### config.mk
export PLATFORM = sky130hd
export DESIGN_NAME = bar_rem_div
export DESIGN_NICKNAME = d
export VERILOG_FILES = /design/src/sv/bar_pkg.sv /design/src/sv/bar_rem_div.sv
export SDC_FILE = /design/constraint.sdc
export NUM_CORES = 1
export LEC_CHECK = 0
export BUFFER_PORTS_ARGS = -buffer_cell sky130_fd_sc_hd__buf_2
export CAP_MARGIN = 10
export CORE_UTILIZATION = 52
export CTS_BUF_LIST = sky130_fd_sc_hd__clkbuf_4
export DETAILED_ROUTE_END_ITERATION = 16
export PLACE_DENSITY = 0.75
export SLEW_MARGIN = 10
export SYNTH_ARGS = -nofsm -noshare
export SYNTH_HDL_FRONTEND = slang
export SYNTH_SLANG_ARGS = --single-unit
### constraint.sdc
create_clock -name clk -period 2.3 [get_ports clk]
set_input_delay 0.23 -clock clk [delete_from_list [all_inputs] [get_ports clk]]
set_output_delay 0.23 -clock clk [all_outputs]
set_load 0.01 [all_outputs]
### src/sv/bar_pkg.sv
// ----------------------------------------------------------------------------
// Button auto-repeat package
// Field widths, register indexes, reset values and shared types.
// ----------------------------------------------------------------------------
package bar_pkg;

  // Payload field widths.
  localparam int MASK_W    = 24;
  localparam int ELAPSED_W = 20;
  localparam int CFG_W     = 22;
  localparam int CFG_IDX_W = 2;

  // Defaults for the top-level parameters.
  localparam int BUTTONS_DEF   = 24;
  localparam int TIME_BITS_DEF = 32;

  // Configuration register indexes.
  localparam logic [CFG_IDX_W-1:0] REG_DELAY    = CFG_IDX_W'(0);
  localparam logic [CFG_IDX_W-1:0] REG_INTERVAL = CFG_IDX_W'(1);

  // Register reset values in microseconds.
  localparam logic [CFG_W-1:0] DELAY_RST    = CFG_W'(400000);
  localparam logic [CFG_W-1:0] INTERVAL_RST = CFG_W'(80000);

  // Status of the remainder unit as seen by the sequencer.
  typedef struct packed {
    logic busy;
    logic done;
  } div_stat_t;

endpackage

### src/sv/bar_rem_div.sv
// ----------------------------------------------------------------------------
// Iterative remainder unit
// Restoring shift-subtract, one dividend bit per cycle, remainder only.
// ----------------------------------------------------------------------------
module bar_rem_div import bar_pkg::*; #(
  parameter int DVD_W = TIME_BITS_DEF
) (
  input  logic             clk,
  input  logic             rst_n,
  input  logic             start,
  input  logic [DVD_W-1:0] dividend,
  input  logic [CFG_W-1:0] divisor,
  output div_stat_t        stat,
  output logic [CFG_W-1:0] rem
);

  localparam int CNT_W = $clog2(DVD_W + 1);

  logic [CFG_W-1:0] rem_r, rem_nxt;
  logic [DVD_W-1:0] dvd_r;
  logic [CFG_W-1:0] div_r;
  logic [CNT_W-1:0] cnt_r;
  logic             busy_r;
  logic             done_r;
  logic [CFG_W:0]   trial;
  logic [CFG_W:0]   diff;

  // One restoring step: bring down the next dividend bit, subtract if it fits.
  always_comb begin
    trial   = {rem_r, dvd_r[DVD_W-1]};
    diff    = trial - {1'b0, div_r};
    rem_nxt = (trial >= {1'b0, div_r}) ? diff[CFG_W-1:0] : trial[CFG_W-1:0];
  end

  // Control: a count of remaining steps and a one-cycle done pulse.
  always_ff @(posedge clk) begin
    if (!rst_n) begin
      busy_r <= 1'b0;
      done_r <= 1'b0;
      cnt_r  <= '0;
    end else begin
      done_r <= 1'b0;
      if (start) begin
        busy_r <= 1'b1;
        cnt_r  <= CNT_W'(DVD_W);
      end else if (busy_r) begin
        cnt_r <= cnt_r - CNT_W'(1);
        if (cnt_r == CNT_W'(1)) begin
          busy_r <= 1'b0;
          done_r <= 1'b1;
        end
      end
    end
  end

  // Datapath registers.
  always_ff @(posedge clk) begin
    if (start) begin
      rem_r <= '0;
      dvd_r <= dividend;
      div_r <= divisor;
    end else if (busy_r) begin
      rem_r <= rem_nxt;
      dvd_r <= {dvd_r[DVD_W-2:0], 1'b0};
    end
  end

  assign stat.busy = busy_r;
  assign stat.done = done_r;
  assign rem       = rem_r;

endmodule

==> qor.yml, run 1 <==
critical-path-slowest-cell: "edfxtp_1"
grt_max_degree: 33
place.gp.congestion: 0.879
max_stage_delay_ns: 0.43
syn_area_per_cell_sq_um: 10.9
p_leak_nw: 2.62
synth_ff_type: "edfxtp_1"
critPathBufInv: 3
criticalPathCategory: "register to register"
drv_cap: 0
violations: "setup timing"
cts.sinks: 84
cp_cell_sequence: "inv_2 -> ha_4 -> buf_6 -> a211oi_4 -> nor2_4 -> o31ai_4 -> a21oi_2 -> buf_4 -> a21oi_4 -> and2b_1 -> o311a_1 -> nor4_2"
slew_headroom_pct: 45.8
timing.final.ws_setup_ns: -0.233
wl_um: 10900
post-dp-hpwl_um: 7580
place_ws_ns: -0.262
die_w_um: 95.5
dr.pass1.iters: 4
die_h_um: 95.5
nets: 658
synth.most_common_cell: "edfxtp_1"
utilization_pct: 73.3
start_util_pct: 54.5
status: "complete, but fails checks"
syn_to_final_growth_pct: 34.4
synth_top_cell_by_area: "edfxtp_1"
post_drt_wl_per_cell_um: 15.9
ios: 81
synth_cells: 419
combPwrFrac_pct: 29.0
critPathTopFamily: "compound AO/OA/AOI/OAI gates"
drive_gt1_share_pct: 39.4
track_usage_pct: 24.8
drc: 0
insertedDiodeCount: 0
regArea_sq_um: 2230
synthArstFlopShare_pct: 0
cp_max_fo: 3
irDropWorstVdd_mv: 0.373
ys_types: 61
grt_pass1_wl_um: 17200
ys_top_cells_by_area: "edfxtp_1 36%, dfxtp_1 13%, mux2_2 7.9%, ha_1 6.6%, inv_1 2.7%"
fp.coreArea_sq_um: 8340
start_kind: "register"
drt_iter0_markers: 113
crit_path_end_kind: "register"
finClkSkew_ns: 0.0136
nFillCells: 597
cts_tree: "built"
synth-edff-count: 54
portBuffers: 80
grt_overflow: 0
avgViaCountPerCell: 5.46
p_switching_mw: 1.22
pwr-share-clk_pct: 23.1
p_seq_share_pct: 47.9
cts_htree_levels: 3
ys_warn_count: 0
hold_viol_final: 0
ys_ff_latch: 84
period_needed_ns: 2.53
switching_share_pct: 32.2
power_mw: 3.78
multi_input_area_sq_um: 2330
critPathArrivalTime_ns: 2.90
synth_nets: 501
vias: 3744
clock_latency_ns: 0.44
antenna_left: 0
hold_class: "primary input to register"
cp.required_ns: 2.67
intPower_mw: 2.56
synth_top_area_share_pct: 35.7
grt_pass1_vias: 3725
p_per_area_nw_per_um2: 619
cts_root_buf: "clkbuf_4"
slew_violations: 0
cts_inserted_buffers: 9
grt_setup_unrepaired: "yes"
setup_viol: 22
netlist_area_sq_um: 4550
yosysSeqAreaShare_pct: 48.9
path_clk_slew_ns: 0.16
layout_worst_path_cycle_share_pct: 110
clockBufferDepth: 2
rows: 33
fmax_mhz: 395
tightest_slew_ns: 0.809
die-area_sq_um: 9120
synth_common_cells: "54 x edfxtp_1, 33 x inv_1, 33 x nor2_1"
antenna_found_initial: 0
==> registers in the layout (all words and copies together), names as in the netlist <==
name and flops:
busy_r 1, cnt_r 6, done_r 1, dvd_r 32, div_r 22, rem 22
==> logic make-up after synthesis <==
group / count (synthesis) / synth area share [%]
AO/OA/AOI/OAI: 89 / 13.7
XOR/XNOR: 21 / 4.04
adder cells (fa/ha/maj): 25 / 7.04
buffers and inverters: 50 / 4.73
flip-flops: 84 / 48.9
multiplexers: 44 / 10.6
AND/OR/NAND/NOR: 106 / 11.0
==> stage by stage <==
stage / std cells / setup TNS, ns / hold WS, ns / area, sq um
2_1_floorplan: 419 / -0.0840 / 0.329 / 4630
3_3_place_gp: 638 / -1.58 / 0.406 / 5480
3_5_place_dp: 638 / -3.92 / 0.408 / 5480
4_1_cts: 686 / -2.73 / 0.0175 / 6010
5_1_grt: 686 / -6.57 / 0.0410 / 6110
6_report: 686 / -3.89 / 0.0374 / 6110
==> cell usage in the layout (no fill, tap or decap), drive strengths merged, types with 2 or more instances in the layout <==
cell / instances
nor2: 33
and3: 3
nand3: 10
buf: 139
clkbuf: 10
nor3: 7
inv: 37
a211oi: 12
clkinv: 4
nor2b: 3
a31oi: 3
xor2: 8
a21o: 4
a311oi: 2
o21ai: 13
nand4: 4
ha: 24
xnor2: 13
mux2: 32
o21a: 3
edfxtp: 54
o311a: 2
a21oi: 26
dlygate4sd3: 22
mux2i: 12
and2: 4
o2111ai: 2
o31ai: 3
or2: 2
nor4: 2
o211ai: 5
nand2: 30
dfxtp: 30
o21bai: 3
nand2b: 2
==> final timing paths <==
check                                           start               endpoint  slack [ns]  cells after the start
worst max-delay path               div_r[4]$_DFFE_PP_   rem[17]$_SDFFE_PP0P_       -0.23                     12
worst min-delay path                            rst_n      busy_r$_SDFF_PN0_        0.04                      2
worst max register to register     div_r[4]$_DFFE_PP_   rem[17]$_SDFFE_PP0P_       -0.23                     12
worst min register to register  cnt_r[1]$_SDFFE_PP0P_  cnt_r[1]$_SDFFE_PP0P_        0.52                      2
==> cell type report <==
class	instances	share of cell area (%)
Inverter	34	2.09
Multi-Input combinational cell	285	38.2
Clock buffer	9	1.11
Timing Repair Buffer	162	18.8
Tap cell	105	2.15
Clock inverter	7	1.25
Sequential cell	84	36.4
==> power by group through the flow <==
stage               clock, mW  combinational (mW)  sequential (mW)
floorplan                   0               0.593             1.85
global placement            0               0.916             1.84
detailed placement          0               0.940             1.84
CTS                     0.896                1.05             1.81
global route            0.949                1.19             1.82
finish                  0.874                1.10             1.81
==> metal layers <==
layer / track usage (%) / vias up / wire, um
li1: - / 1837 / -
met1: 31.0 / 1798 / 4810
met2: 43.6 / 95 / 5500
met3: 3.27 / 14 / 434
met4: 8.71 / 0 / 160
met5: 0 / - / 0
==> what timing repair did <==
action | CTS | global route
hold endpoints to repair | 22 | 0
pin swaps | 29 | 29
resized for setup | 18 | 26
hold buffers | 22 | 0
setup buffers | 8 | 3
setup endpoints to repair | 22 | 22
gates cloned | 2 | 0
Power figures use the tool's default switching activity.
==> run 2: changes to the inputs <==
--- a/config.mk
+++ b/config.mk
@@ -7,10 +7,9 @@
 export LEC_CHECK = 0
 export BUFFER_PORTS_ARGS = -buffer_cell sky130_fd_sc_hd__buf_2
 export CAP_MARGIN = 10
-export CORE_UTILIZATION = 52
-export CTS_BUF_LIST = sky130_fd_sc_hd__clkbuf_4
+export CORE_UTILIZATION = 56
 export DETAILED_ROUTE_END_ITERATION = 16
-export PLACE_DENSITY = 0.75
+export PLACE_DENSITY = 0.77
 export SLEW_MARGIN = 10
 export SYNTH_ARGS = -nofsm -noshare
 export SYNTH_HDL_FRONTEND = slang
==> constraint.sdc (replaced) <==
create_clock -name clk -period 2.9 [get_ports clk]
set_input_delay 0.29 -clock clk [delete_from_list [all_inputs] [get_ports clk]]
set_output_delay 0.29 -clock clk [all_outputs]
set_load 0.01 [all_outputs]
==> qor.yml, run 2 (synthesis gave the netlist of run 1 again) <==
largest-register: "dvd_r"
antenna_found_initial: 0  # unchanged
utilization_pct: 67.3  # -6.0 points
post_drt_wl_per_cell_um: 15.6  # -2.1%
fmax_mhz: 375  # -5.0%
timing.final.ws_setup_ns: 0.233  # +0.466 ns
drive_gt1_share_pct: 29.0  # -10 points
avgViaCountPerCell: 5.50  # +0.87%
cp_max_fo: 4  # +1
period_needed_ns: 2.67  # +0.134 ns
cts.sinks: 84  # unchanged
cts_inserted_buffers: 9  # unchanged
grt_overflow: 0  # unchanged
holdPathStages: 1  # -1
antenna_left: 0  # unchanged
die_w_um: 92.1  # -3.6%
ctsHoldBuffers: 0  # -100%
path_clk_slew_ns: 0.10  # -0.06 ns
drt_iter0_markers: 149  # +32%
finClkSkew_ns: 0.0138  # +0.000148 ns
syn_to_final_growth_pct: 15.5
hold_class: "primary input to register"
cts_tree: "built"
fp.coreArea_sq_um: 7810  # -6.4%
placed_area_sq_um: 5040  # -8.0%
crit_path_end_kind: "register"
wl_um: 9430  # -14%
portBuffers: 80  # unchanged
setup_viol: 0  # -100%
irDropWorstVdd_mv: 0.317  # -15%
tns_ns: 0  # +3.89 ns
dr.pass1.iters: 4  # unchanged
drv_cap: 0  # unchanged
final_cell_mix: "80 x buf_2, 54 x edfxtp_1, 33 x nor2_1, 33 x inv_1, 32 x mux2_2"
post-dp-hpwl_um: 6730  # -11%
status: "finished, final reports clean"
cts_htree_levels: 3  # unchanged
reg2regPathDepth: 11  # -1
critPathArrivalTime_ns: 2.93  # +0.03 ns
hold_viol_final: 0  # unchanged
cts_root_buf: "clkbuf_8"
clock_latency_ns: 0.37  # -0.07 ns
grt_setup_unrepaired: "no"
startpoint: "dvd_r[31]$_DFFE_PP_"
min-delay-start: "divisor[0]"
cp.required_ns: 3.17  # +0.50 ns
criticalPathCategory: "register to register"
drc: 0  # unchanged
die-area_sq_um: 8490  # -7.0%
power_mw: 2.95  # -22%
layout_worst_path_cycle_share_pct: 92.0  # -18 points
rows: 32  # -3.0%
start_util_pct: 58.3  # +3.7 points
die_h_um: 92.1  # -3.6%
ios: 81  # unchanged
r2r-start: "dvd_r[31]$_DFFE_PP_"
clockBufferDepth: 2  # unchanged
slew_violations: 0  # unchanged
vias: 3336  # -11%
place.gp.congestion: 0.864  # -1.7%
tightest_slew_ns: 1.01  # +0.203 ns
slew_headroom_pct: 32.2  # -14 points
grt_pass1_wl_um: 15400  # -10%
start_kind: "register"
nets: 581  # -12%
p_leak_nw: 2.24  # -14%
nFillCells: 634  # +6.2%
grt_pass1_vias: 3276  # -12%
place_ws_ns: 0.164  # +0.426 ns
fin_area_sq_um: 5250  # -14%
p_per_area_nw_per_um2: 562  # -9.2%
largest_reg_flops: 32  # unchanged
track_usage_pct: 23.6  # -1.1 points
insertedDiodeCount: 0  # unchanged
final_common_cell: "buf_2"
grt_max_degree: 72  # +120%
==> run 2: cell count changes in the layout (fill, tap and decap cells not counted), sizes merged <==
cell         previous run  this run
buf                   139        85
dlygate4sd3            22         0
bufinv                  0         1
clkbuf                 10         9
clkinv                  4         3
==> run 2: what timing repair did <==
| action | CTS | global route |
|---|---|---|
| endpoints found under the hold margin | 0 | 0 |
| resized for setup | 0 | 1 |
| endpoints found under the setup margin | 0 | 3 |
| buffers inserted | 0 | 0 |
==> run 2: layout make-up <==
type | instances | area [sq um] | area share [%]
sequential | 84 | 2220 | 42.3
multi-input combinational | 285 | 2120 | 40.4
timing repair buffer | 85 | 450 | 8.57
inverter | 34 | 128 | 2.43
tap | 102 | 128 | 2.43
clock buffer | 9 | 124 | 2.36
clock inverter | 7 | 81.3 | 1.55
==> run 2: worst paths after layout <==
path                                end  slack, ns
setup reg to reg   rem[20]$_SDFFE_PP0P_       0.23
hold reg to reg   cnt_r[1]$_SDFFE_PP0P_       0.51
hold / removal       div_r[0]$_DFFE_PP_       0.09
setup / recovery   rem[20]$_SDFFE_PP0P_       0.23
==> run 2: worst max-delay path: stages, from the launching register on <==
cell and delay, ns:
edfxtp_1 0.36, inv_1 0.05, ha_1 0.21, fa_1 0.40, nor2b_1 0.17, o2111ai_1 0.16, a31oi_2 0.33, a311oi_1 0.18
o31ai_1 0.25, a21oi_1 0.12, xnor2_1 0.14, a31o_1 0.21
==> run 2: through the flow <==
step	std cells	hold slack [ns]
2_1_floorplan	419	0.389
3_3_place_gp	590	0.466
3_5_place_dp	590	0.468
4_1_cts	606	0.0706
5_1_grt	606	0.0724
6_report	606	0.0867
==> run 2: layer usage <==
| layer | global-route usage, % | up-vias | wire length (um) | share of wire, % |
|---|---|---|---|---|
| met5 | 0 | - | 0 | 0 |
| met4 | 9.90 | 0 | 138 | 1.5 |
| met3 | 5.06 | 18 | 469 | 5.0 |
| met2 | 40.0 | 82 | 4640 | 49 |
| met1 | 29.1 | 1549 | 4180 | 44 |
| li1 | - | 1687 | - | - |
==> run 2: where the power goes <==
group	switching, mW	leakage [nW]	total [mW]	internal [mW]
logic	0.347	1.35	0.627	0.281
registers	0.0508	0.783	1.44	1.39
clock network	0.472	0.107	0.886	0.413
total	0.870	2.24	2.95	2.08
==> run 3: changes to the inputs <==
--- a/config.mk
+++ b/config.mk
@@ -7,9 +7,10 @@
 export LEC_CHECK = 0
 export BUFFER_PORTS_ARGS = -buffer_cell sky130_fd_sc_hd__buf_2
 export CAP_MARGIN = 10
-export CORE_UTILIZATION = 56
+export CORE_UTILIZATION = 61
 export DETAILED_ROUTE_END_ITERATION = 16
-export PLACE_DENSITY = 0.77
+export PLACE_DENSITY = 0.83
+export REMOVE_ABC_BUFFERS = 1
 export SLEW_MARGIN = 10
 export SYNTH_ARGS = -nofsm -noshare
 export SYNTH_HDL_FRONTEND = slang
==> constraint.sdc (replaced) <==
create_clock -name clk -period 3.1 [get_ports clk]
set_input_delay 0.31 -clock clk [delete_from_list [all_inputs] [get_ports clk]]
set_output_delay 0.31 -clock clk [all_outputs]
set_load 0.01 [all_outputs]
==> qor.yml, run 3 (synthesis gave the netlist of run 1 again) <==
status: "finished, final reports clean"
grt_pass1_wl_um: 15200  # -1.2%
multi_input_area_sq_um: 2110  # -0.29%
start_util_pct: 63.0  # +4.8 points
post-dp-hpwl_um: 7000  # +4.0%
whs_ns: 0.116  # +0.0292 ns
p_per_area_nw_per_um2: 534  # -5.0%
grt_setup_unrepaired: "no"
grt_pass1_vias: 3340  # +2.0%
min-delay-start: "divisor[18]"
grt_max_degree: 36  # -50%
cts_tree: "built"
crit_path_end_kind: "register"
insertedDiodeCount: 0  # unchanged
antenna_found_initial: 0  # unchanged
layout_worst_path_cycle_share_pct: 93.5  # +1.5 points
largest_reg_flops: 32  # unchanged
path_clk_slew_ns: 0.09  # about the same
critPathArrivalTime_ns: 3.16  # +0.23 ns
hold_class: "primary input to register"
final_cell_mix: "80 x buf_2, 54 x edfxtp_1, 33 x nor2_1, 33 x inv_1, 32 x mux2_2"
die_h_um: 88.3  # -4.1%
period_needed_ns: 2.90  # +0.231 ns
drt_iter0_markers: 177  # +19%
nFillCells: 533  # -16%
drive_gt1_share_pct: 28.9  # -0.057 points
cts_root_buf: "clkbuf_8"
drv_cap: 0  # unchanged
avgViaCountPerCell: 5.69  # +3.4%
r2r_end: "rem[20]$_SDFFE_PP0P_"
clockBufferDepth: 2  # unchanged
nets: 582  # +0.17%
portBuffers: 80  # unchanged
utilization_pct: 72.9  # +5.6 points
ctsResizeCount: 0  # unchanged
final_common_cell: "buf_2"
tightest_slew_ns: 0.900  # -0.113 ns
post_cts_buffers: 0  # unchanged
post_drt_wl_per_cell_um: 15.7  # +1.1%
drc: 0  # unchanged
cts_htree_levels: 3  # unchanged
wl_um: 9500  # +0.81%
cts.sinks: 84  # unchanged
p_leak_nw: 2.23  # -0.40%
dr.pass1.iters: 4  # unchanged
slew_headroom_pct: 39.8  # +7.6 points
cp.required_ns: 3.36  # +0.19 ns
track_usage_pct: 26.0  # +2.3 points
reg2regPathDepth: 11  # unchanged
r2r_slack_ns: 0.20  # -0.03 ns
regArea_sq_um: 2220  # unchanged
ios: 81  # unchanged
finClkSkew_ns: 0.00960  # -0.00417 ns
dpl.cell_count: 588  # -0.34%
ctsHoldBuffers: 0  # unchanged
die_w_um: 88.3  # -4.1%
syn_to_final_growth_pct: 15.6  # about the same
criticalPathCategory: "register to register"
holdPathStages: 1  # unchanged
largest-register: "dvd_r"
tns_ns: 0  # unchanged
die-area_sq_um: 7800  # -8.0%
setup_viol: 0  # unchanged
antenna_left: 0  # unchanged
fin_cells: 604  # -0.33%
cts_inserted_buffers: 9  # unchanged
fmax_mhz: 345  # -8.0%
rows: 31  # -3.1%
cp_max_fo: 4  # unchanged
grt_overflow: 0  # unchanged
r2r-start: "dvd_r[31]$_DFFE_PP_"
start_kind: "register"
irDropWorstVdd_mv: 0.377  # +19%
min_to: "div_r[18]$_DFFE_PP_"
fp.coreArea_sq_um: 7210  # -7.6%
vias: 3437  # +3.0%
clock_latency_ns: 0.36  # about the same
slew_violations: 0  # unchanged
place.gp.congestion: 0.877  # +1.5%
hold_viol_final: 0  # unchanged
-- run 3: worst max-delay path: stages (launching register included) --
cell       delay [ns]
edfxtp_1         0.36
inv_1            0.05
ha_1             0.21
fa_1             0.41
nor2b_1          0.17
o2111ai_1        0.15
a31oi_1          0.46
a311oi_1         0.21
o31ai_1          0.29
a21oi_1          0.12
xnor2_1          0.13
a31o_1           0.22
-- run 3: where the power goes --
group,internal (mW),total (mW),switching (mW)
registers,1.30,1.35,0.0482
logic,0.261,0.589,0.328
clock network,0.456,0.869,0.414
-- run 3: area by class of cell --
type / instances / share of cell area (%)
well taps: 99 / 2.36
clock buffers: 9 / 2.36
multi-input cells: 285 / 40.2
repair buffers: 86 / 8.47
clock inverters: 7 / 1.88
inverters: 34 / 2.43
flip-flops and latches: 84 / 42.3
-- run 3: metrics by stage --
stage	setup slack (ns)	instance area [sq um]	power, mW
floorplan	-0.137	4460	1.77
global placement	0.394	5030	1.93
detailed placement	0.324	5030	1.96
CTS	0.299	5260	2.82
global route	0.119	5260	2.93
finish	0.202	5260	2.80
-- run 3: worst max-delay path by stage --
stage / startpoint / to / slack, ns / cells past startpoint
finish: dvd_r[31]$_DFFE_PP_ / rem[20]$_SDFFE_PP0P_ / 0.20 / 11
global route: dvd_r[31]$_DFFE_PP_ / rem[20]$_SDFFE_PP0P_ / 0.12 / 11
CTS: dvd_r[31]$_DFFE_PP_ / rem[20]$_SDFFE_PP0P_ / 0.30 / 11
detailed placement: dvd_r[31]$_DFFE_PP_ / rem[20]$_SDFFE_PP0P_ / 0.32 / 11
global placement: dvd_r[31]$_DFFE_PP_ / rem[20]$_SDFFE_PP0P_ / 0.39 / 11
floorplan: rem[3]$_SDFFE_PP0P_ / rem[17]$_SDFFE_PP0P_ / -0.14 / 9
-- run 3: layer usage --
metal | global-route usage, % | wire (um) | vias up
li1 | - | - | 1680
met1 | 30.2 | 3950 | 1623
met2 | 45.6 | 4820 | 117
met3 | 6.44 | 553 | 17
met4 | 11.0 | 182 | 0
met5 | 0 | 0 | -
