<file path="config.mk">
export PLATFORM = sky130hd
export DESIGN_NAME = bar_ram
export DESIGN_NICKNAME = d
export VERILOG_FILES = /design/src/sv/bar_ram.sv
export SDC_FILE = /design/constraint.sdc
export NUM_CORES = 1
export LEC_CHECK = 0
export BUFFER_PORTS_ARGS = -buffer_cell sky130_fd_sc_hd__buf_2
export CAP_MARGIN = 10
export CORE_MARGIN = 2
export CORE_UTILIZATION = 50
export CTS_CLUSTER_DIAMETER = 120
export DETAILED_ROUTE_END_ITERATION = 16
export GPL_ROUTABILITY_DRIVEN = 0
export PLACE_DENSITY = 0.66
export REMOVE_ABC_BUFFERS = 1
export SLEW_MARGIN = 20
export SYNTH_ARGS = -nofsm -noshare
export SYNTH_HDL_FRONTEND = slang
export SYNTH_SLANG_ARGS = --single-unit
</file>
<file path="constraint.sdc">
create_clock -name clk -period 6.8 [get_ports clk]
set_clock_uncertainty 0.1 [all_clocks]
set_input_delay 1.7 -clock clk [delete_from_list [all_inputs] [get_ports clk]]
set_output_delay 1.7 -clock clk [all_outputs]
set_load 0.03 [all_outputs]
</file>
<file path="src/sv/bar_ram.sv">
// ----------------------------------------------------------------------------
// Generic RAM
// One write port and one read port with registered read data.
// ----------------------------------------------------------------------------
module bar_ram #(
  parameter int WIDTH = 32,
  parameter int DEPTH = 24,
  localparam int AW   = (DEPTH > 1) ? $clog2(DEPTH) : 1
) (
  input  logic             clk,
  input  logic             wr_en,
  input  logic [AW-1:0]    wr_addr,
  input  logic [WIDTH-1:0] wr_data,
  input  logic [AW-1:0]    rd_addr,
  output logic [WIDTH-1:0] rd_data
);

  logic [WIDTH-1:0] mem [DEPTH];

  always_ff @(posedge clk) begin
    if (wr_en) begin
      mem[wr_addr] <= wr_data;
    end
    rd_data <= mem[rd_addr];
  end

endmodule

</file>
==> impl_summary.log, run 1 <==
INFO  metric run_status = completed
INFO  metric power_report.internal_total = a little over 8000 µW
INFO  metric reg2reg_depth = 4
INFO  metric syn_avg_cell_area = slightly below 20 µm²
INFO  metric cap_viol_max_count = 0
INFO  metric yosysSeqAreaShare = 0.7827
INFO  metric ant_nets = 0
INFO  metric grt_max_degree = 76
INFO  metric crit_chain = buf_4 > nor2b_4 > buf_4 > a221oi_1 > o21ai_0 > nand3_1
INFO  metric via_count = roughly 15,000
INFO  metric cp_max_fo = 41
INFO  metric number_of_buffers_added_by_the_clock_tree_synthesis_step = 79
INFO  metric critical_path_arrival = 3980 ps
INFO  metric max_freq = 277.4 MHz
INFO  metric worst-setup-path-type = input port to flop
INFO  metric crit_buf_inv = 2
INFO  metric floorplan.core_area = roughly 60,000 µm²
INFO  metric die_area = 62,550 µm²
INFO  metric syn2layout_area_growth = 13.63%
INFO  metric post_synth_num_cell_types = 25
INFO  metric seq_power_share = 0.532
INFO  metric postLayoutCoreUtil = 0.5723
INFO  metric drt-vias-per-instance = 5.987
INFO  metric fillers = between 4,000 and 5,000
INFO  metric critPathTopFamily = buffers and inverters
INFO  metric routed_wire_length_per_instance = ~28 µm
INFO  metric clock_tree.htree_level_count = 3
INFO  metric detailedRoute.firstIterationViolations = 1,695
INFO  metric tritoncts = done
INFO  metric part_of_the_power_in_combinational_logic = 0.050
INFO  metric tns = 0 ps
INFO  metric power-per-cell-area = 300.9 nW/µm²
INFO  metric critical_path.reg2reg.startpoint = mem[21][9]
INFO  metric clock_path_buffers = 3
INFO  metric vdd.ir_drop.worst = 0.0001919 V
INFO  metric synth.cell_area = 30,280 µm²
INFO  metric worst_pin_slew = 1115 ps
INFO  metric p_clk_frac = 0.418
INFO  metric final-setup-viol-count = 0
INFO  metric clock-sinks = 800
INFO  metric track_usage = 0.2254
INFO  metric crit_path_end_kind = flop
INFO  metric timing.critical_path.to = rd_data[8]
INFO  metric post-route-drc-count = 0
INFO  metric timing.hold.worst.class = flop to flop
INFO  metric critical_path.startpoint = rd_addr[2]
INFO  metric slew_headroom = 0.2551
INFO  metric cts.repair.resized = 0
INFO  metric detailedPlacementHpwl = 34,720 µm
INFO  metric clk-insertion-delay-late = 600 ps
INFO  metric layout.area.seq = 23,700 µm²
INFO  metric port_buffers = 75
INFO  metric routed_wirelength = 69,520 µm
INFO  metric root_buffer = sky130_fd_sc_hd__clkbuf_16
INFO  metric postSynthRegisterBits = 800
INFO  metric cp.required = 7180 ps
INFO  metric drt_pre_antenna_iters = 7
INFO  metric setup.reg_to_reg.worst_slack = 5190 ps
INFO  metric cp_slowest_cell = sky130_fd_sc_hd__nor2b_4
INFO  metric floorplan.io_pins = between 70 and 80
INFO  metric area_occupied_by_multi_input_gates = approximately 6300 µm²
INFO  metric layout-drive-gt1-share = 0.2168
INFO  metric power_switching = 2125 µW
INFO  metric synth.yosys.warnings = 0
INFO  metric num-nets-final = 1,703
INFO  metric slew_viol_final = 0
INFO  metric cts.hold.buffers_added = 0
INFO  metric initial_util = 0.5036
INFO  metric worst_setup_hold_path_clk_slew = about 60 ps
INFO  metric finalHoldViolations = 0
INFO  metric chipWidth = 250.1 µm
INFO  metric cp-start-kind = input port
INFO  metric max_stage_delay = 710 ps
INFO  metric min_period_over_period = 0.5302
INFO  metric post_cts.repair.setup_buffers = 0
INFO  metric hp-start = mem[6][17]
INFO  metric critPathMostFrequentCell = sky130_fd_sc_hd__buf_4
INFO  metric worst-path-stages = 6
INFO  metric unrepaired_setup_endpoints_after_global_routing = false
INFO  metric grt_first_pass_wirelength = between 100,000 and 150,000 µm
INFO  metric antenna_found_initial = 2
INFO  metric sum_of_overflow_across_all_layers_after_global_routing = 0
INFO  metric die_height = 250.1 µm
INFO  metric p_leak = 0.01155 µW
INFO  metric rows = 90
INFO  metric synthesized_instance_count = 1,543
INFO  metric regToRegEndpoint = rd_data[9]
INFO  metric swShare = 0.2052
INFO  metric via_count_of_the_first_global_routing_pass = 15,260
INFO  metric fin_crit = between 3000 and 4000 ps
[how the worst min path moves through the flow]
stage | slack, ps | cells past startpoint | endpoint
after floorplan | 460 | 4 | rd_data[30]
after global placement | 500 | 4 | rd_data[5]
after detailed placement | 510 | 4 | rd_data[26]
after CTS | 520 | 4 | rd_data[22]
after global routing | 570 | 4 | rd_data[11]
final | 520 | 4 | rd_data[17]
[cells in the mapped netlist]
cell                         n  area [µm²]
sky130_fd_sc_hd__a221oi_1   12       105.1
sky130_fd_sc_hd__a22oi_1    72       540.5
sky130_fd_sc_hd__and2_1      1       6.260
sky130_fd_sc_hd__buf_1       6       22.52
sky130_fd_sc_hd__buf_2      18       90.09
sky130_fd_sc_hd__buf_4      13       97.59
sky130_fd_sc_hd__buf_6       9       101.4
sky130_fd_sc_hd__clkbuf_1   37       138.9
sky130_fd_sc_hd__dfxtp_1    32       640.6
sky130_fd_sc_hd__edfxtp_1  768       23060
sky130_fd_sc_hd__inv_2       1       3.750
sky130_fd_sc_hd__mux2_2     32       360.4
sky130_fd_sc_hd__mux2i_1   232        2322
sky130_fd_sc_hd__mux4_2     76        1712
sky130_fd_sc_hd__nand2_1    98       367.9
sky130_fd_sc_hd__nand2b_1    1       6.260
sky130_fd_sc_hd__nand3_1    53       265.3
sky130_fd_sc_hd__nand3b_1    4       30.03
sky130_fd_sc_hd__nand4_1    32       200.2
sky130_fd_sc_hd__nor2_1     27       101.4
sky130_fd_sc_hd__nor2_2      1       6.260
sky130_fd_sc_hd__nor2b_1     3       18.77
sky130_fd_sc_hd__o21ai_0    12       60.06
sky130_fd_sc_hd__or3_1       1       6.260
sky130_fd_sc_hd__or3b_2      2       17.52
[final cells by class]
cell class | instances | area share
clock inverter | 36 | 0.01149
clock buffer | 102 | 0.06294
tap | 782 | 0.02843
sequential | 800 | 0.6888
inverter | 1 | 0.0001091
timing repair buffer | 118 | 0.02400
multi-input combinational | 659 | 0.1842
antenna | 1 | 0.00007272
[power by group through the flow]
stage	clock, µW	combinational (µW)	sequential (µW)
CTS	4400	523	5510
global placement	0	514	5610
detailed placement	0	521	5610
global route	4580	559	5510
finish	4330	519	5500
floorplan	0	209	5650
[metal layers]
layer,track usage,part of all wire,vias up
met5,0,0.00019,-
met1,0.3189,0.43,7817
met3,0.03814,0.067,114
met4,0.07151,0.023,2
li1,-,-,6469
met2,0.3614,0.48,559
[cell usage in the layout, fill, tap and decap left out, types with 4 or more instances in the layout]
cell                        Yosys  final
sky130_fd_sc_hd__clkinv_2       0     16
sky130_fd_sc_hd__clkbuf_8       0      6
sky130_fd_sc_hd__clkbuf_16      0     81
sky130_fd_sc_hd__buf_12         0      6
sky130_fd_sc_hd__nand3b_1       4      4
sky130_fd_sc_hd__buf_4         13     36
sky130_fd_sc_hd__mux2_2        32     32
sky130_fd_sc_hd__nand2_1       98     98
sky130_fd_sc_hd__mux4_2        76     76
sky130_fd_sc_hd__edfxtp_1     768    768
sky130_fd_sc_hd__mux2i_1      232    232
sky130_fd_sc_hd__nand4_1       32     32
sky130_fd_sc_hd__a22oi_1       72     72
sky130_fd_sc_hd__dfxtp_1       32     32
sky130_fd_sc_hd__nand3_1       53     53
sky130_fd_sc_hd__nor2_4         0     26
sky130_fd_sc_hd__clkbuf_1      37     15
sky130_fd_sc_hd__o21ai_0       12     12
sky130_fd_sc_hd__clkinv_1       0     10
sky130_fd_sc_hd__a221oi_1      12     12
sky130_fd_sc_hd__buf_2         18     73
sky130_fd_sc_hd__bufinv_16      0      9
[worst reg2reg max path: stages, from the launching register on]
cell,delay [ps]
sky130_fd_sc_hd__edfxtp_1,370
sky130_fd_sc_hd__mux4_2,520
sky130_fd_sc_hd__mux2_2,280
sky130_fd_sc_hd__nand2_1,90
sky130_fd_sc_hd__nand3_1,130
[registers in the layout (all words and copies together) (netlist names)]
name     flops
mem        768
rd_data     32
[logic make-up (layout without fill, tap and decap cells)]
kind of cell	count (synthesis)	after routing	share of synthesized area
multiplexers	340	340	0.1451
flip-flops	800	800	0.7827
other	0	1	0
AO/OA/AOI/OAI	96	96	0.02330
buffers and inverters	84	257	0.01500
AND/OR/NAND/NOR	223	223	0.03388
[stage by stage]
stage	setup slack, ps	area [µm²]	hold WS, ps	power, µW	cells
2_1_floorplan	2289	29830	460.4	5855	1460
3_3_place_gp	2594	31730	500.2	6122	2355
3_5_place_dp	2556	31730	506.9	6130	2355
4_1_cts	3194	34290	523.8	10430	2493
5_1_grt	3119	34410	566.8	10640	2499
6_report	3195	34410	522.1	10350	2499
No activity file was read; power rests on OpenSTA's default activity.
==> inputs of run 2 (changes only) <==
--- a/config.mk
+++ b/config.mk
@@ -5,6 +5,7 @@
 export SDC_FILE = /design/constraint.sdc
 export NUM_CORES = 1
 export LEC_CHECK = 0
+export ABC_AREA = 1
 export BUFFER_PORTS_ARGS = -buffer_cell sky130_fd_sc_hd__buf_2
 export CAP_MARGIN = 10
 export CORE_MARGIN = 2
==> constraint.sdc (replaced) <==
create_clock -name clk -period 3.35 [get_ports clk]
set_clock_uncertainty 0.1 [all_clocks]
set_input_delay 0.8375 -clock clk [delete_from_list [all_inputs] [get_ports clk]]
set_output_delay 0.8375 -clock clk [all_outputs]
set_load 0.03 [all_outputs]
==> run 2 against run 1 <==
Worst hold slack better by 3.8 ps. Core utilization is 0.72 points lower. Non-clock buffer count is 33 higher. Total power is 100% higher. Combinational power grew to 2.6 times the previous value. Flip-flop and latch count stayed put. Clock-buffer cell count is 11 higher. Critical path depth is 5 lower. Worst setup slack worse by 2100 ps. Critical path type is now flop to output port.
==> impl_summary.log, run 2 <==
INFO  metric run_status = completed
INFO  metric fillers = 5,387 (+18%)
INFO  metric async_reset_ff_frac = 0 (unchanged)
INFO  metric ant_nets = 0 (unchanged)
INFO  metric power-per-cell-area = 568.0 nW/µm² (+89%)
INFO  metric mostFrequentLayoutCells = sky130_fd_sc_hd__edfxtp_1, sky130_fd_sc_hd__nand2_1, sky130_fd_sc_hd__nand3_1, sky130_fd_sc_hd__inv_1, sky130_fd_sc_hd__nor2_1
INFO  metric part_of_the_power_in_combinational_logic = 0.063 (+0.013)
INFO  metric port_buffers = 75 (unchanged)
INFO  metric synth.yosys.warnings = 0 (unchanged)
INFO  metric rows = 94 (+4.4%)
INFO  metric reg2reg_depth = 8 (+4)
INFO  metric yosysSeqAreaShare = 0.7206 (-0.06208)
INFO  metric yosysMostFrequentCell = sky130_fd_sc_hd__edfxtp_1
INFO  metric max_stage_delay = 440 ps (-270 ps)
INFO  metric worst_setup_hold_path_clk_slew = 60 ps (about the same)
INFO  metric layout-drive-gt1-share = 0.09510 (-0.1217)
INFO  metric crit_chain = buf_2
INFO  metric final-setup-viol-count = 0 (unchanged)
INFO  metric finalHoldViolations = 0 (unchanged)
INFO  metric worst_pin_slew = 858.9 ps (-255.8 ps)
INFO  metric dominantRegCellSynth = sky130_fd_sc_hd__edfxtp_1
INFO  metric critical_path.startpoint = rd_data[8]
INFO  metric power_switching = 4684 µW (+120%)
INFO  metric setup.reg_to_reg.worst_slack = 2010 ps (-3180 ps)
INFO  metric top_area_cell_type_share_of_the_netlist_area = 0.7012 (-0.06040)
INFO  metric largest_register_by_flop_count = mem
INFO  metric fin_crit = around 2200 ps
INFO  metric cp.required = 2410 ps (-4770 ps)
INFO  metric detailedPlacementHpwl = 45,120 µm (+30%)
INFO  metric die_area = 67,850 µm² (+8.5%)
INFO  metric cp_slowest_cell = sky130_fd_sc_hd__dfxtp_1
INFO  metric num-nets-final = 3,039 (+78%)
INFO  metric syn_avg_cell_area = 11.24 µm² (-43%)
INFO  metric post_cts.repair.setup_buffers = 0 (unchanged)
INFO  metric synthesized_instance_count = 2,926 (+90%)
INFO  metric syn2layout_area_growth = 12.33%
INFO  metric number_of_buffers_added_by_the_clock_tree_synthesis_step = 78 (-1.3%)
INFO  metric tritoncts = done
INFO  metric largest_registers = mem x768, rd_data x32
INFO  metric synth.cell_area = 32,890 µm² (+8.6%)
INFO  metric crit_path_end_kind = output port
INFO  metric cp_max_fo = 1 (-98%)
INFO  metric detailedRoute.firstIterationViolations = 2,246 (+33%)
INFO  metric cts.repair.resized = 0 (unchanged)
INFO  metric sum_of_overflow_across_all_layers_after_global_routing = 0 (unchanged)
INFO  metric yosys_top_cell_by_area = sky130_fd_sc_hd__edfxtp_1
INFO  metric critical_path_arrival = 1300 ps (-2680 ps)
INFO  metric unrepaired_setup_endpoints_after_global_routing = false
INFO  metric regToRegEndpoint = rd_data[7]
INFO  metric power_report.internal_total = 16,300 µW (+98%)
INFO  metric area_occupied_by_multi_input_gates = 7012 µm² (+11%)
INFO  metric root_buffer = sky130_fd_sc_hd__clkbuf_16
INFO  metric post_synth_num_cell_types = 17 (-32%)
INFO  metric mostFrequentLayoutCell = sky130_fd_sc_hd__edfxtp_1
INFO  metric cp-start-kind = flop
INFO  metric chipWidth = 260.5 µm (+4.2%)
INFO  metric slew_viol_final = 0 (unchanged)
INFO  metric routed_wire_length_per_instance = 20.61 µm (-26%)
INFO  metric sum_of_internal_switching_and_leakage_power = 20,990 µW (+100%)
INFO  metric via_count = 21,300 (+42%)
INFO  metric seq_power_share = 0.532 (about the same)
INFO  metric postSynthRegisterBits = 800 (unchanged)
INFO  metric clk-insertion-delay-late = 620 ps (+20 ps)
INFO  metric vdd.ir_drop.worst = 0.0003858 V (+100%)
INFO  metric swShare = 0.2232 (+0.01793)
INFO  metric timing.critical_path.to = rd_data[8]
INFO  metric clock_path_buffers = 3 (unchanged)
INFO  metric floorplan.core_area = 65,390 µm² (+8.7%)
INFO  metric final_cells = 3,925 (+57%)
INFO  metric worst-path-stages = 1 (-5)
INFO  metric initial_util = 0.5030 (-0.0006148)
INFO  metric cap_viol_max_count = 0 (unchanged)
INFO  metric critPathTopFamily = flip-flops
INFO  metric largest_reg_flops = 768 (unchanged)
INFO  metric yosys-top-cells-area = sky130_fd_sc_hd__edfxtp_1, sky130_fd_sc_hd__nand2_1, sky130_fd_sc_hd__nand3_1, sky130_fd_sc_hd__inv_1, sky130_fd_sc_hd__nor2_1
INFO  metric min_period_over_period = 0.6682
INFO  metric tns = 0 ps (unchanged)
INFO  metric track_usage = 0.2405 (+0.01513)
INFO  metric clock-sinks = 800 (unchanged)
INFO  metric drt-vias-per-instance = 5.426 (-9.4%)
INFO  metric slew_headroom = 0.4266 (+0.1715)
INFO  metric floorplan.io_pins = 76 (unchanged)
INFO  metric worst-setup-path-type = flop to output port
INFO  metric max_freq = about 450 MHz
INFO  metric grt_first_pass_wirelength = 123,000 µm (+21%)
INFO  metric synth_enable_flop_cells = 768 (unchanged)
INFO  metric clock_tree.htree_level_count = 3 (unchanged)
INFO  metric placed_cell_area = 34,480 µm² (+8.7%)
INFO  metric netlist_top_cells_count = sky130_fd_sc_hd__edfxtp_1, sky130_fd_sc_hd__nand2_1, sky130_fd_sc_hd__nand3_1
INFO  metric grt_max_degree = 130 (+71%)
INFO  metric layout.area.seq = 23,700 µm² (unchanged)
INFO  metric antenna_found_initial = 3 (+1)
INFO  metric drt_pre_antenna_iters = 8 (+1)
INFO  metric p_leak = 0.01457 µW (+26%)
INFO  metric timing.hold.worst.class = flop to flop
INFO  metric critical_path.reg2reg.startpoint = mem[15][7]
INFO  metric placed_cells_incl_taps = 3,779 (+60%)
INFO  metric routed_wirelength = 80,880 µm (+16%)
INFO  metric cts.hold.buffers_added = 0 (unchanged)
INFO  metric die_height = 260.5 µm (+4.2%)
INFO  metric post-route-cell-area = 36,950 µm² (+7.4%)
INFO  metric via_count_of_the_first_global_routing_pass = 20,520 (+34%)
INFO  metric crit_buf_inv = 1 (-1)
INFO  metric post-route-drc-count = 0 (unchanged)
INFO  metric p_clk_frac = 0.404 (-0.014)
==> run 2: changes by cell type in the layout (fill, tap and decap cells not counted), moves of 72 or more <==
cell / previous run / this run
sky130_fd_sc_hd__nand2_1: 98 / 737
sky130_fd_sc_hd__mux2i_1: 232 / 0
sky130_fd_sc_hd__a22oi_1: 72 / 0
sky130_fd_sc_hd__nor2_1: 2 / 193
sky130_fd_sc_hd__nand3_1: 53 / 424
sky130_fd_sc_hd__mux4_2: 76 / 0
sky130_fd_sc_hd__o21ai_0: 12 / 111
sky130_fd_sc_hd__inv_1: 0 / 388
==> run 2: area by class of cell <==
type                    instances  share of cell area
flip-flops and latches        800              0.6415
clock inverters                32            0.006773
well taps                     864             0.02926
clock buffers                 113             0.05994
repair buffers                151             0.03220
inverters                     393             0.04047
diodes                          1          0.00006773
multi-input cells            1571              0.1898
==> run 2: layer usage <==
layer | wire length (µm) | vias to the layer above | GRT usage | share of wire
li1 | - | 9916 | - | -
met1 | 34390 | 10400 | 0.3403 | 0.43
met2 | 38160 | 853 | 0.3869 | 0.47
met3 | 6292 | 131 | 0.03613 | 0.078
met4 | 2023 | 2 | 0.07492 | 0.025
met5 | 9 | - | 0 | 0.00011
==> run 2: cell families (layout without fill, tap and decap cells) <==
family,count (synthesis),after routing,synth area share
and+or+nand+nor,1379,1379,0.1736
DFF,800,800,0.7206
buffers and inverters,555,689,0.07167
AOI/OAI and AO/OA,192,192,0.03408
other,0,1,0
==> run 2: worst min path at each step <==
stage,startpoint,to,slack (ps),cells past startpoint
after global placement,mem[23][23],rd_data[23],510,4
after global routing,mem[23][23],rd_data[23],560,4
after detailed placement,mem[23][23],rd_data[23],520,4
final,mem[23][23],rd_data[23],530,4
after CTS,mem[23][23],rd_data[23],530,4
after floorplan,mem[17][0],rd_data[0],460,4
==> run 2: metrics by stage <==
step,worst slack (ps),util,hold WS [ps]
after global placement,742.8,0.5273,511.2
final,1112,0.5650,525.9
after detailed placement,724.8,0.5273,517.2
after CTS,1072,0.5650,527.5
after global routing,1094,0.5650,563.2
after floorplan,-966.7,-,460.0
==> run 2: power by group through the flow <==
stage / Combinational, µW / Clock (µW) / Sequential (µW)
4_1_cts: 1330 / 8600 / 11200
3_5_place_dp: 1320 / 0 / 11400
3_3_place_gp: 1300 / 0 / 11400
6_report: 1330 / 8490 / 11200
5_1_grt: 1450 / 8960 / 11200
2_1_floorplan: 558 / 0 / 11500
==> inputs of run 3 (changes only) <==
--- a/config.mk
+++ b/config.mk
@@ -13,7 +13,7 @@
 export CTS_CLUSTER_DIAMETER = 120
 export DETAILED_ROUTE_END_ITERATION = 16
 export GPL_ROUTABILITY_DRIVEN = 0
-export PLACE_DENSITY = 0.66
+export PLACE_DENSITY = 0.69
 export REMOVE_ABC_BUFFERS = 1
 export SLEW_MARGIN = 20
 export SYNTH_ARGS = -nofsm -noshare
==> constraint.sdc (replaced) <==
create_clock -name clk -period 1.8 [get_ports clk]
set_clock_uncertainty 0.1 [all_clocks]
set_input_delay 0.45 -clock clk [delete_from_list [all_inputs] [get_ports clk]]
set_output_delay 0.45 -clock clk [all_outputs]
set_load 0.03 [all_outputs]
==> run 3 against run 2 <==
Core utilization is 2.6 points higher. Clock power grew 100%. Sequential power increased by 86%. Total power rose by 94%. Worst setup slack got worse by 1100 ps. First-iteration DRC count grew 5.8%. Critical path type unchanged. Largest power group unchanged. Cell area increased by 4.6%. Global-route usage increased by 0.52 points. Die area did not move. Critical path depth unchanged.
==> impl_summary.log, run 3 (synthesis gave the netlist of run 2 again) <==
INFO  metric run_status = completed
INFO  metric largest_register_by_flop_count = mem
INFO  metric worst_pin_slew = 466.2 ps (-392.7 ps)
INFO  metric cp.required = 1250 ps (-1160 ps)
INFO  metric cp-start-kind = flop
INFO  metric sum_of_overflow_across_all_layers_after_global_routing = 0 (unchanged)
INFO  metric layout-drive-gt1-share = 0.1264 (+0.03133)
INFO  metric slew_viol_final = 0 (unchanged)
INFO  metric die_height = 260.5 µm (unchanged)
INFO  metric via_count_of_the_first_global_routing_pass = 21,250 (+3.5%)
INFO  metric clock_tree.htree_level_count = 3 (unchanged)
INFO  metric root_buffer = sky130_fd_sc_hd__clkbuf_16
INFO  metric track_usage = 0.2457 (+0.005206)
INFO  metric critical_path_arrival = 1210 ps (-90 ps)
INFO  metric routed_wire_length_per_instance = 20.76 µm (+0.74%)
INFO  metric cts.hold.buffers_added = 0 (unchanged)
INFO  metric post-route-cell-area = 38,650 µm² (+4.6%)
INFO  metric crit_buf_inv = 1 (unchanged)
INFO  metric drt_pre_antenna_iters = 7 (-1)
INFO  metric p_leak = 0.01537 µW (+5.5%)
INFO  metric clock-sinks = 800 (unchanged)
INFO  metric critPathTopFamily = flip-flops
INFO  metric mostFrequentLayoutCell = sky130_fd_sc_hd__edfxtp_1
INFO  metric port_buffers = 75 (unchanged)
INFO  metric critical_path.startpoint = rd_data[16]
INFO  metric chipWidth = 260.5 µm (unchanged)
INFO  metric floorplan.core_area = 65,390 µm² (unchanged)
INFO  metric worst-path-stages = 1 (unchanged)
INFO  metric crit_chain = buf_2
INFO  metric cts.repair.resized = 6 (+6)
INFO  metric grt_use_met1 = 0.3314 (-0.008923)
INFO  metric detailedPlacementHpwl = 49,240 µm (+9.1%)
INFO  metric critical_path.reg2reg.startpoint = mem[12][20]
INFO  metric number_of_buffers_added_by_the_clock_tree_synthesis_step = 79 (+1.3%)
INFO  metric placed_cell_area = 35,870 µm² (+4.0%)
INFO  metric finalHoldViolations = 0 (unchanged)
INFO  metric post-place-ws = -109.9 ps (-834.7 ps)
INFO  metric tritoncts = done
INFO  metric drt-vias-per-instance = 5.491 (+1.2%)
INFO  metric post_cts.repair.setup_buffers = 0 (unchanged)
INFO  metric timing.hold.worst.class = input port to flop
INFO  metric min_period_over_period = 0.9778
INFO  metric routed_wirelength = 83,330 µm (+3.0%)
INFO  metric cp_slowest_cell = sky130_fd_sc_hd__dfxtp_1
INFO  metric unrepaired_setup_endpoints_after_global_routing = false
INFO  metric max_freq = 568.2 MHz
INFO  metric floorplan.io_pins = 76 (unchanged)
INFO  metric gr-max-usage-layer = met2
INFO  metric regToRegEndpoint = rd_data[20]
INFO  metric worst_hold_slack = 163.5 ps (-362.4 ps)
INFO  metric reg2reg_depth = 8 (unchanged)
INFO  metric largest_registers = mem x768, rd_data x32
INFO  metric num-nets-final = 3,127 (+2.9%)
INFO  metric grt_max_degree = 55 (-58%)
INFO  metric fin_crit = between 1500 and 2000 ps
INFO  metric timing.critical_path.to = rd_data[16]
INFO  metric ant_nets = 0 (unchanged)
INFO  metric setup.reg_to_reg.worst_slack = 590 ps (-1420 ps)
INFO  metric via_count = 22,040 (+3.5%)
INFO  metric antenna_found_initial = 5 (+2)
INFO  metric final-setup-viol-count = 0 (unchanged)
INFO  metric largest_reg_flops = 768 (unchanged)
INFO  metric mostFrequentLayoutCells = sky130_fd_sc_hd__edfxtp_1, sky130_fd_sc_hd__nand2_1, sky130_fd_sc_hd__nand3_1, sky130_fd_sc_hd__inv_1, sky130_fd_sc_hd__nor2_1
INFO  metric crit_path_end_kind = output port
INFO  metric grt_first_pass_wirelength = 125,300 µm (+1.9%)
INFO  metric postLayoutCoreUtil = 0.5910 (+0.02596)
INFO  metric vdd.ir_drop.worst = 0.0006108 V (+58%)
INFO  metric rows = 94 (unchanged)
INFO  metric worst-setup-path-type = flop to output port
INFO  metric clock_path_buffers = 3 (unchanged)
INFO  metric slew_headroom = 0.6892 (+0.2626)
INFO  metric globalRouteMet2Util = 0.4036 (+0.01670)
INFO  metric cap_viol_max_count = 0 (unchanged)
INFO  metric die_area = 67,850 µm² (unchanged)
INFO  metric initial_util = 0.5030 (unchanged)
INFO  metric power-per-cell-area = 1054 nW/µm² (+86%)
INFO  metric worst_slack = 39.99 ps (-1072 ps)
INFO  metric worst_setup_hold_path_clk_slew = 60 ps (about the same)
INFO  metric clk-insertion-delay-late = 620 ps (about the same)
INFO  metric grt.met3_usage = 0.03904 (+0.002914)
INFO  metric post-route-drc-count = 0 (unchanged)
INFO  metric cp_max_fo = 1 (unchanged)
INFO  metric sum_of_internal_switching_and_leakage_power = 40,740 µW (+94%)
INFO  metric max_stage_delay = 370 ps (-70 ps)
INFO  metric syn2layout_area_growth = 17.49%
INFO  metric detailedRoute.firstIterationViolations = 2,376 (+5.8%)
[run 3: changes by cell type in the layout (fill, tap and decap cells not counted), moves of 5 or more]
cell / before / now
sky130_fd_sc_hd__buf_12: 18 / 77
sky130_fd_sc_hd__buf_2: 72 / 67
sky130_fd_sc_hd__buf_4: 59 / 91
sky130_fd_sc_hd__bufinv_16: 3 / 12
sky130_fd_sc_hd__clkbuf_1: 23 / 11
sky130_fd_sc_hd__clkinv_1: 11 / 6
sky130_fd_sc_hd__clkinv_2: 12 / 19
[run 3: metal layers]
metal / share of wire / wire [µm]
met4: 0.033 / 2767
met2: 0.48 / 40090
met5: 0.00029 / 24
met1: 0.40 / 33740
met3: 0.081 / 6710
[run 3: power by group]
group          leakage [µW]  switching (µW)  total (µW)  internal (µW)
sequential          0.00719            94.8       20800          20700
clock               0.00135            6880       17300          10400
combinational       0.00683            1830        2680            848
total                0.0154            8800       40700          31900
[run 3: metrics by stage]
step | setup TNS, ps | std cells
3_5_place_dp | -1159 | 3866
6_report | 0 | 4014
3_3_place_gp | -207.6 | 3866
2_1_floorplan | -666810 | 2764
5_1_grt | 0 | 4014
4_1_cts | 0 | 4012
[run 3: worst min-delay path by stage]
stage	startpoint	end	slack, ps	cells past startpoint
2_1_floorplan	wr_data[0]	mem[0][0]	450	0
3_3_place_gp	mem[23][28]	rd_data[28]	490	4
3_5_place_dp	mem[17][1]	rd_data[1]	490	4
4_1_cts	wr_data[28]	mem[23][28]	130	1
5_1_grt	wr_data[18]	mem[10][18]	170	1
6_report	wr_data[14]	mem[21][14]	160	1
[run 3: final cells by class]
type | count | area [µm²]
flip-flops and latches | 800 | 23710
well taps | 864 | 1081
clock inverters | 45 | 550.5
clock buffers | 101 | 2203
inverters | 393 | 1495
diodes | 2 | 5.005
multi-input cells | 1571 | 7012
fillers | 5105 | 26750
repair buffers | 238 | 2594
